==> src/rtl/c3rb_fifo.sv <==
// ----------------------------------------------------------------------------
// c3rb_fifo: job queue
// Small first-in first-out store between the front end and the filter,
// absorbing the bursts of up to four jobs that one pixel can cause.
// ----------------------------------------------------------------------------
module c3rb_fifo #(
	parameter int WIDTH = 8,
	parameter int DEPTH = 4
) (
	input  logic             clk,
	input  logic             arst_n,
	input  logic             push,
	input  logic [WIDTH-1:0] push_data,
	output logic             full,
	input  logic             pop,
	output logic [WIDTH-1:0] pop_data,
	output logic             empty
);

	localparam int AW = $clog2(DEPTH);

	logic [WIDTH-1:0] entry_q [DEPTH];
	logic [AW-1:0]    wptr_q, rptr_q;
	logic [AW:0]      count_q;

	assign full     = (count_q == (AW+1)'(DEPTH));
	assign empty    = (count_q == '0);
	assign pop_data = entry_q[rptr_q];

	always_ff @(posedge clk) begin
		if (push) begin
			entry_q[wptr_q] <= push_data;
		end
	end

	always_ff @(posedge clk or negedge arst_n) begin
		if (!arst_n) begin
			wptr_q  <= '0;
			rptr_q  <= '0;
			count_q <= '0;
		end else begin
			if (push) begin
				wptr_q <= (wptr_q == AW'(DEPTH-1)) ? '0 : wptr_q + 1'b1;
			end
			if (pop) begin
				rptr_q <= (rptr_q == AW'(DEPTH-1)) ? '0 : rptr_q + 1'b1;
			end
			count_q <= count_q + (AW+1)'(push) - (AW+1)'(pop);
		end
	end

	a_no_overflow: assert property (@(posedge clk) disable iff (!arst_n)
		full |-> !push)
		else $error("job queue written while full");

	a_no_underflow: assert property (@(posedge clk) disable iff (!arst_n)
		empty |-> !pop)
		else $error("job queue read while empty");

	a_count: assert property (@(posedge clk) disable iff (!arst_n)
		(push && !pop) |=> (count_q == $past(count_q) + 1'b1))
		else $error("job queue count did not follow a write");

endmodule

==> config.mk <==
export PLATFORM = sky130hd
export DESIGN_NAME = c3rb_fifo
export DESIGN_NICKNAME = d
export VERILOG_FILES = /design/src/rtl/c3rb_fifo.sv
export SDC_FILE = /design/constraint.sdc
export NUM_CORES = 1
export LEC_CHECK = 0
export ABC_AREA = 1
export ABC_CLOCK_PERIOD_IN_PS = 2200
export BUFFER_PORTS_ARGS = -buffer_cell sky130_fd_sc_hd__buf_4
export CORE_ASPECT_RATIO = 0.8
export CORE_MARGIN = 8
export CORE_UTILIZATION = 56
export DETAILED_ROUTE_END_ITERATION = 12
export PLACE_DENSITY = 0.77
export RECOVER_POWER = 25
export SLEW_MARGIN = 20
export SYNTH_ARGS = -nofsm -noshare
export SYNTH_HDL_FRONTEND = slang
export SYNTH_SLANG_ARGS = --single-unit
==> constraint.sdc <==
create_clock -name clk -period 2.2 [get_ports clk]
set_clock_uncertainty 0.2 [all_clocks]
set_input_delay 0.11 -clock clk [delete_from_list [all_inputs] [get_ports clk]]
set_output_delay 0.11 -clock clk [all_outputs]
set_load 0.05 [all_outputs]
* After elaboration in Yosys (flattened, before gate mapping)
Memory sizes are Yosys's and may differ from the RTL's.
Cells that the tools add are included.
** Word-level totals
- Bits of input ports :: 12
- Bits in read-only memories :: 0
- Bits in writable memories :: 32
- Output and inout bits :: 10
- Memories kept :: 1
- Latch bits :: 0
- Flip-flop bits (word level) :: 7
** Memories
- entry_q :: depth 4, bits a word 8, rd ports 1, clocked after memory_dff 0, wr ports 1, RTL line 22 : logic [WIDTH-1:0] entry_q [DEPTH];
** Operators by class
- Div/mod/pow operators :: 0
- $lt $le $gt $ge :: 0
- Shift-type cells :: 0
- Reduce and logical (&&, ||, !) cells :: 1
- Equality and inequality tests :: 3
- Multiply operators :: 0
- Bitwise logic cells :: 0
- Mux-type cells :: 4
- Add/subtract/negate cells :: 4
** Operators with widths (number)
- adder 2 x 1 -> 2 bit (second input constant) :: 2
- equality test 2 bit (second input constant) :: 2
- 2-to-1 mux 2 bit :: 2
- adder 3 x 1 -> 3 bit :: 1
- equality test 3 bit (second input constant) :: 1
- zero test 3 bit :: 1
- subtractor 3 x 1 -> 3 bit :: 1
- 2-to-1 mux 1 bit :: 2

* Depth between registers and ports, before layout
Gate-level depths: netlist of run 1.
- Depth after elaboration :: 2
- Mapped depth :: 10
- Gate-level depth less buffers :: 10

* Worst setup path after synthesis of run 1
No wires, ideal clock.
- Path type :: register to output
- From :: register count_q[1]
- To :: output port empty
- Data arrival time :: 1486 ps
- Buffers on the path :: 0
- Cell stages (with the launch flop) :: 2
- Path slack :: 404 ps
- Data required time :: 1890 ps
- Path through :: dfrtp_1 nor3_1
** Between the ends
- Word-level cells in the longest chain between the ends :: 1
** Ends and longest elaborated chain
- start, declared :: RTL line 24 : logic [AW:0] count_q;
- start signal, assigned :: RTL line 48 : count_q <= count_q + (AW+1)'(push) - (AW+1)'(pop);
- zero test 3 bit :: RTL line 27 : assign empty = (count_q == '0);
- end, declared :: RTL line 17 : output logic empty
No other way between the ends.

* Final worst setup path of run 1
- From :: input port pop
- To :: register count_q[2]
** Between the ends
- Word-level cells in the longest chain between the ends :: 1
** Ends and longest elaborated chain
- start, declared :: RTL line 15 : input logic pop,
- subtractor 3 x 1 -> 3 bit :: RTL line 48
No other way between the ends.
A chain may end at the register's enable or synchronous reset.

==> impl_metrics.py, run 1 <==
metrics = {
    "status": {
        "status": "finished, final reports clean",
    },
    "final_layout": {
        "total_inserted_antenna_cells": 0,
        "fin_cells": 253,
        "n_fill_cell": 245,
        "layout-drive-gt1-share_pct": 10.33,
        "share_of_the_core_filled_with_cells_in_the_final_layout_pct": 69.53,
        "areaGrowthSynthToFinish_pct": 19.94,
        "final-seq-area_um2": 1136,
        "multiInputGateArea_um2": 429.2,
        "nets": 232,
    },
    "placed_design": {
        "placedCellCount": 233,
        "dpl_worst_slack_ps": 332.8,
        "io_buffers": 21,
        "finalWeightedCongestion": 0.7639,
        "detailedPlacementHpwl_um": 2276,
    },
    "global_routing": {
        "grt_max_degree": 18,
        "number_of_antenna_violations_at_the_first_check_in_global_routing": 0,
        "globalRouteTotalUtil_pct": 14.00,
        "first_global_vias": 1248,
        "globalRoute.totalOverflow": 0,
        "first_pass_grt_wire_length_um": 5637,
    },
    "yosys": {
        "yosysMostFrequentCell": "sky130_fd_sc_hd__nand2_1",
        "ys_dominant_reg_cell": "sky130_fd_sc_hd__edfxtp_1",
        "synth_compound_area_share_pct": 1.128,
        "synth_async_sr_flop_share_pct": 17.95,
        "proportion_of_netlist_area_held_by_the_largest_area_contributor_pct": 54.12,
        "synth_area_per_cell_um2": 10.15,
        "post_synth_fa_ha_maj_area_fraction_pct": 6.061,
        "synth-edff-count": 32,
        "yosys_register_bits": 39,
        "mappedNetlistNets": 195,
        "synth_top_family_by_area": "simple AND/OR/NAND/NOR gates",
        "yosys.area_share.simple_pct": 16.98,
        "yosys.area_share.xor_xnor_pct": 0,
        "synthMuxAreaShare_pct": 0,
        "synth.top_cells.by_count": "sky130_fd_sc_hd__nand2_1 (53), sky130_fd_sc_hd__inv_1 (44), sky130_fd_sc_hd__edfxtp_1 (32)",
        "yosysSeqAreaShare_pct": 63.99,
        "ys_types": 16,
        "synth-warning-count": 0,
        "yosysTopAreaCell": "sky130_fd_sc_hd__edfxtp_1",
        "synth.area.top_cells": "sky130_fd_sc_hd__edfxtp_1 (54%), sky130_fd_sc_hd__nand2_1 (11%), sky130_fd_sc_hd__dfrtp_1 (9.9%)",
        "synth_area_um2": 1775,
        "postSynthCellCount": 175,
    },
    "route": {
        "drt_iter0_markers": 48,
        "routed_wire_length_per_instance_um": 12.83,
        "drt.antenna.violating_nets": 0,
        "drtPass1Iterations": 4,
        "viasPerCell": 4.763,
        "drt_drc_violations_left": 0,
        "route.final.wire_length_um": 3245,
        "via_count": 1205,
    },
    "critical_path": {
        "worstPathMaxFanout": 5,
        "critical_path.startpoint_type": "primary input",
        "cp-startpoint": "pop",
        "cp_data_arrival_time_ps": 1960,
        "worstSetupEndpointType": "register",
        "worstPathRequired_ps": 2180,
        "timing.setup.critical_path_class": "primary input to register",
        "r2r-start": "count_q[0]",
    },
    "power": {
        "power.density_nw_per_um2": 1295,
        "switching_share_pct": 43.47,
        "p_switching_mw": 1.199,
        "share_clk_of_total_power_pct": 15.8,
        "internal-power_mw": 1.559,
        "power_frac_seq_pct": 39.4,
        "ir_drop_worst_vdd_uv": 648.9,
        "design_power_total_mw": 2.757,
        "power.share.combinational_pct": 44.8,
        "p_leak_nw": 1.041,
    },
    "die": {
        "boundaryPins": 22,
        "rows": 18,
        "core-area_um2": 3063,
        "chipWidth_um": 78.95,
        "die_area_um2": 5239,
        "chipHeight_um": 66.36,
        "initial_core_util_pct": 57.97,
    },
    "sta": {
        "max_transition_viols_final": 0,
        "setup_viol_count_final": 0,
        "rsz0062_at_grt": "false",
        "period_share_pct": 89.98,
        "setup_tns_ps": 0,
        "maxSlewHeadroom_pct": 72.81,
        "worst-slew-pin-transition_ps": 407.8,
        "final.setup.worst_slack_ps": 220.4,
        "maxClockFrequency_ghz": 0.5051,
        "finalHoldViolCount": 0,
        "period_needed_ps": 1980,
    },
    "worst_hold_path": {
        "min-delay-path-class": "register to register",
        "timing.hold.worst.start": "count_q[1]",
    },
    "clocking": {
        "cts-hold-fix-buffers": 12,
        "clkSlewWorstSetupHoldPaths_ps": 70,
        "clock-sinks": 39,
        "cts_setup_buffers": 0,
        "cts.path.max_buffers": 2,
        "worstSkewPairLatency_ps": 280,
        "root_buffer": "sky130_fd_sc_hd__clkbuf_8",
        "cts-resized-gates": 0,
        "tritoncts": "done",
        "htree_levels": 2,
        "tritoncts.num_buffers": 5,
    },
    "job": {
        "drv_cap": 0,
    },
}
## cell usage in the layout, fill, tap and decap left out, types with 2 or more instances in the layout
cell	netlist	routed
sky130_fd_sc_hd__buf_4	1	15
sky130_fd_sc_hd__nand2_1	53	53
sky130_fd_sc_hd__nand3_1	17	17
sky130_fd_sc_hd__dlygate4sd3_1	0	12
sky130_fd_sc_hd__clkinv_1	0	2
sky130_fd_sc_hd__dfrtp_1	7	7
sky130_fd_sc_hd__edfxtp_1	32	32
sky130_fd_sc_hd__o21ai_0	3	3
sky130_fd_sc_hd__nor2_1	2	2
sky130_fd_sc_hd__ha_1	7	7
sky130_fd_sc_hd__clkbuf_1	0	8
sky130_fd_sc_hd__nor3_1	2	2
sky130_fd_sc_hd__inv_1	44	44
sky130_fd_sc_hd__clkbuf_8	0	5
## metrics by stage
| stage | hold WS, ps | instance area [µm²] |
|---|---|---|
| 3_3_place_gp | -273.1 | 1956 |
| 5_1_grt | 382.8 | 2130 |
| 4_1_cts | 361.6 | 2156 |
| 2_1_floorplan | -385.6 | 1775 |
| 6_report | 361.4 | 2130 |
| 3_5_place_dp | -271.7 | 1956 |
## layer usage
metal  GRT usage (%)  share of wire [%]  wire [µm]
met1           15.30                 43       1392
met2           24.56                 51       1653
met3           5.707                5.1        167
met4           4.147               0.99         32
met5               0                  0          0
## final cells by class
type                    count  share of cell area [%]
clock buffers               6                   3.408
clock inverters             2                  0.3525
inverters                  46                   8.226
multi-input cells          86                   20.15
flip-flops and latches     39                   53.35
well taps                  40                   2.350
repair buffers             34                   12.16
## state kept, by name, indices dropped and copies added, names as in the netlist
register and cells:
entry_q 32, count_q 3, wptr_q 2, rptr_q 2
## power by group through the flow
| stage | logic, mW | clock network (mW) | registers, mW |
|---|---|---|---|
| 2_1_floorplan | 0.958 | 0 | 1.04 |
| 3_3_place_gp | 1.19 | 0 | 1.09 |
| 3_5_place_dp | 1.24 | 0 | 1.10 |
| 4_1_cts | 1.26 | 0.444 | 1.09 |
| 5_1_grt | 1.37 | 0.475 | 1.11 |
| 6_report | 1.24 | 0.436 | 1.09 |
## final timing paths
check | endpoint | slack, ps | depth (start not counted)
worst max-delay path | count_q[2] | 220 | 10
worst min-delay path | count_q[2] | 360 | 2
worst max register to register | count_q[2] | 330 | 9
worst min register to register | count_q[2] | 360 | 2
max in group asynchronous | count_q[0] | 950 | 3
min in group asynchronous | rptr_q[0] | 600 | 3
## cells by family after synthesis
| group | after synthesis |
|---|---|
| and+or+nand+nor | 74 |
| buffers and inverters | 50 |
| DFF | 39 |
| adders and majority gates | 8 |
| AOI/OAI and AO/OA | 4 |
## critical path, cell delays in order
cell	delay [ps]
sky130_fd_sc_hd__dlygate4sd3_1	540
sky130_fd_sc_hd__buf_4	150
sky130_fd_sc_hd__ha_1	270
sky130_fd_sc_hd__inv_1	40
sky130_fd_sc_hd__ha_1	190
sky130_fd_sc_hd__fa_1	380
sky130_fd_sc_hd__inv_1	70
sky130_fd_sc_hd__nand2_1	60
sky130_fd_sc_hd__nand3_1	80
sky130_fd_sc_hd__nand2_1	50
Power figures use the tool's default switching activity.
==> run 2: changes to the inputs <==
- CORE_UTILIZATION: 56 -> 55
- PLACE_DENSITY: 0.77 -> 0.76
==> impl_metrics.py, run 2 (synthesis results as in run 1) <==
metrics = {
    "sta": {
        "setup_viol_count_final": 0,
        "rsz0062_at_grt": "false",
        "maxClockFrequency_ghz": 0.4841,
        "setup_tns_ps": 0,
        "worst-slew-pin-transition_ps": 448.2,
        "final.setup.worst_slack_ps": 134.2,
        "finalHoldViolCount": 0,
        "maxSlewHeadroom_pct": 70.12,
        "max_transition_viols_final": 0,
        "period_share_pct": 93.90,
        "period_needed_ps": 2066,
    },
    "clocking": {
        "root_buffer": "sky130_fd_sc_hd__clkbuf_8",
        "clkSlewWorstSetupHoldPaths_ps": 70,
        "tritoncts": "done",
        "htree_levels": 2,
        "cts.path.max_buffers": 2,
        "clock-sinks": 39,
        "cts_setup_buffers": 0,
        "tritoncts.num_buffers": 5,
        "worstSkewPairLatency_ps": 290,
    },
    "critical_path": {
        "crit_top_cell": "sky130_fd_sc_hd__nand2_1",
        "path_cells": "dlygate4sd3_1 -> buf_4 -> ha_1 -> inv_1 -> ha_1 -> fa_1 -> nand2_1 -> nand2_1 -> nand2_1 -> nand2_1",
        "r2r-start": "count_q[0]",
        "worstRegToRegCells": 9,
        "worst_path_dominant_cell_family": "adder cells",
        "worstSetupEndpointType": "register",
        "worstPathMaxFanout": 5,
        "cp_data_arrival_time_ps": 2050,
        "worstReg2RegEnd": "count_q[2]",
        "timing.setup.critical_path_class": "primary input to register",
        "critical_path.max_stage_delay_ps": 540,
        "r2r_setup_slack_ps": 230,
        "timing.critical_path.slowest_stage_cell": "sky130_fd_sc_hd__dlygate4sd3_1",
        "critPathBufInv": 3,
        "worstPathRequired_ps": 2190,
        "critical_path.startpoint_type": "primary input",
    },
    "worst_hold_path": {
        "timing.hold.worst.start": "push_data[0]",
        "min-delay-path-class": "primary input to register",
        "whs_endpoint": "entry_q[0][0]",
        "holdPathStages": 2,
    },
    "die": {
        "chipWidth_um": 79.52,
        "initial_core_util_pct": 57.54,
        "core-area_um2": 3085,
        "die_area_um2": 5314,
        "boundaryPins": 22,
        "rows": 18,
        "chipHeight_um": 66.82,
    },
    "route": {
        "drtPass1Iterations": 4,
        "drt.antenna.violating_nets": 0,
        "drt_drc_violations_left": 0,
        "via_count": 1215,
        "routed_wire_length_per_instance_um": 13.84,
        "drt_iter0_markers": 47,
        "viasPerCell": 4.802,
        "route.final.wire_length_um": 3502,
    },
    "global_routing": {
        "first_pass_grt_wire_length_um": 5796,
        "globalRoute.totalOverflow": 0,
        "number_of_antenna_violations_at_the_first_check_in_global_routing": 0,
        "first_global_vias": 1198,
        "globalRouteTotalUtil_pct": 14.90,
        "grt_max_degree": 18,
    },
    "job": {
        "drv_cap": 0,
    },
    "final_layout": {
        "nets": 232,
        "register_name_with_the_most_flops": "entry_q",
        "areaGrowthSynthToFinish_pct": 22.90,
        "reg.largest.list": "entry_q: 32 flops, count_q: 3 flops",
        "total_inserted_antenna_cells": 0,
        "layout-drive-gt1-share_pct": 11.27,
        "layout_commonest_cell": "sky130_fd_sc_hd__nand2_1",
        "largest_register_ff_count": 32,
        "final_cell_mix": "sky130_fd_sc_hd__nand2_1 (53), sky130_fd_sc_hd__inv_1 (44), sky130_fd_sc_hd__edfxtp_1 (32), sky130_fd_sc_hd__nand3_1 (17), sky130_fd_sc_hd__buf_4 (15)",
    },
    "placed_design": {
        "dpl_worst_slack_ps": 322.7,
        "io_buffers": 21,
        "detailedPlacementHpwl_um": 2283,
        "finalWeightedCongestion": 0.7633,
    },
    "power": {
        "p_leak_nw": 1.066,
        "ir_drop_worst_vdd_uv": 788.9,
        "power.density_nw_per_um2": 1394,
    },
    "status": {
        "status": "finished, final reports clean",
    },
}
## run 2: through the flow
stage / util [%] / cells / instance area, µm² / total power [mW] / hold WS, ps
floorplan: - / 175 / 1775 / 1.995 / -385.6
detailed placement: 63.38 / 233 / 1956 / 2.351 / -271.4
global placement: 63.38 / 233 / 1956 / 2.275 / -273.3
finish: 70.72 / 253 / 2182 / 3.041 / 367.9
global route: 70.72 / 253 / 2182 / 3.222 / 372.2
CTS: 71.57 / 253 / 2208 / 3.059 / 354.3
## run 2: area by class of cell
cell class / instances / area [µm²]
tap: 40 / 50.05
clock buffer: 6 / 72.57
multi-input combinational: 86 / 429.2
fill: 222 / 903.4
inverter: 46 / 175.2
sequential: 39 / 1136
timing repair buffer: 34 / 259.0
clock inverter: 2 / 60.06
## run 2: where the power goes
part | internal [mW] | switching, mW
clock network | 0.453 | 0.235
logic | 0.374 | 0.881
registers | 0.969 | 0.129
## run 2: how the worst max path moves through the flow
stage               startpoint          to  slack, ps  cells after the start
finish                     pop  count_q[2]        130                     10
global route               pop  count_q[2]         60                     10
CTS                        pop  count_q[2]        220                     10
detailed placement  count_q[0]  count_q[2]        320                      9
global placement    count_q[0]  count_q[2]        430                      9
floorplan           count_q[1]       empty        400                      1
## run 2: worst register-to-register path, cell delays in order (launching register included)
cell and delay [ps]:
sky130_fd_sc_hd__dfrtp_1 380, sky130_fd_sc_hd__inv_1 50, sky130_fd_sc_hd__ha_1 260, sky130_fd_sc_hd__inv_1 40, sky130_fd_sc_hd__ha_1 190, sky130_fd_sc_hd__fa_1 400
sky130_fd_sc_hd__nand2_1 140, sky130_fd_sc_hd__nand2_1 100, sky130_fd_sc_hd__nand2_1 70, sky130_fd_sc_hd__nand2_1 40
## run 2: metal layers
layer | vias up | track usage [%] | part of all wire, %
met3 | 7 | 4.704 | 7.1
li1 | 611 | - | -
met4 | 0 | 7.834 | 2.0
met2 | 35 | 25.38 | 52
met5 | - | 0 | 0
met1 | 562 | 16.42 | 39
## run 2: repair_timing
| item | CTS | global route |
|---|---|---|
| hold buffers | 12 | 0 |
| gates resized for setup | 0 | 0 |
| hold endpoints to repair | 44 | 0 |
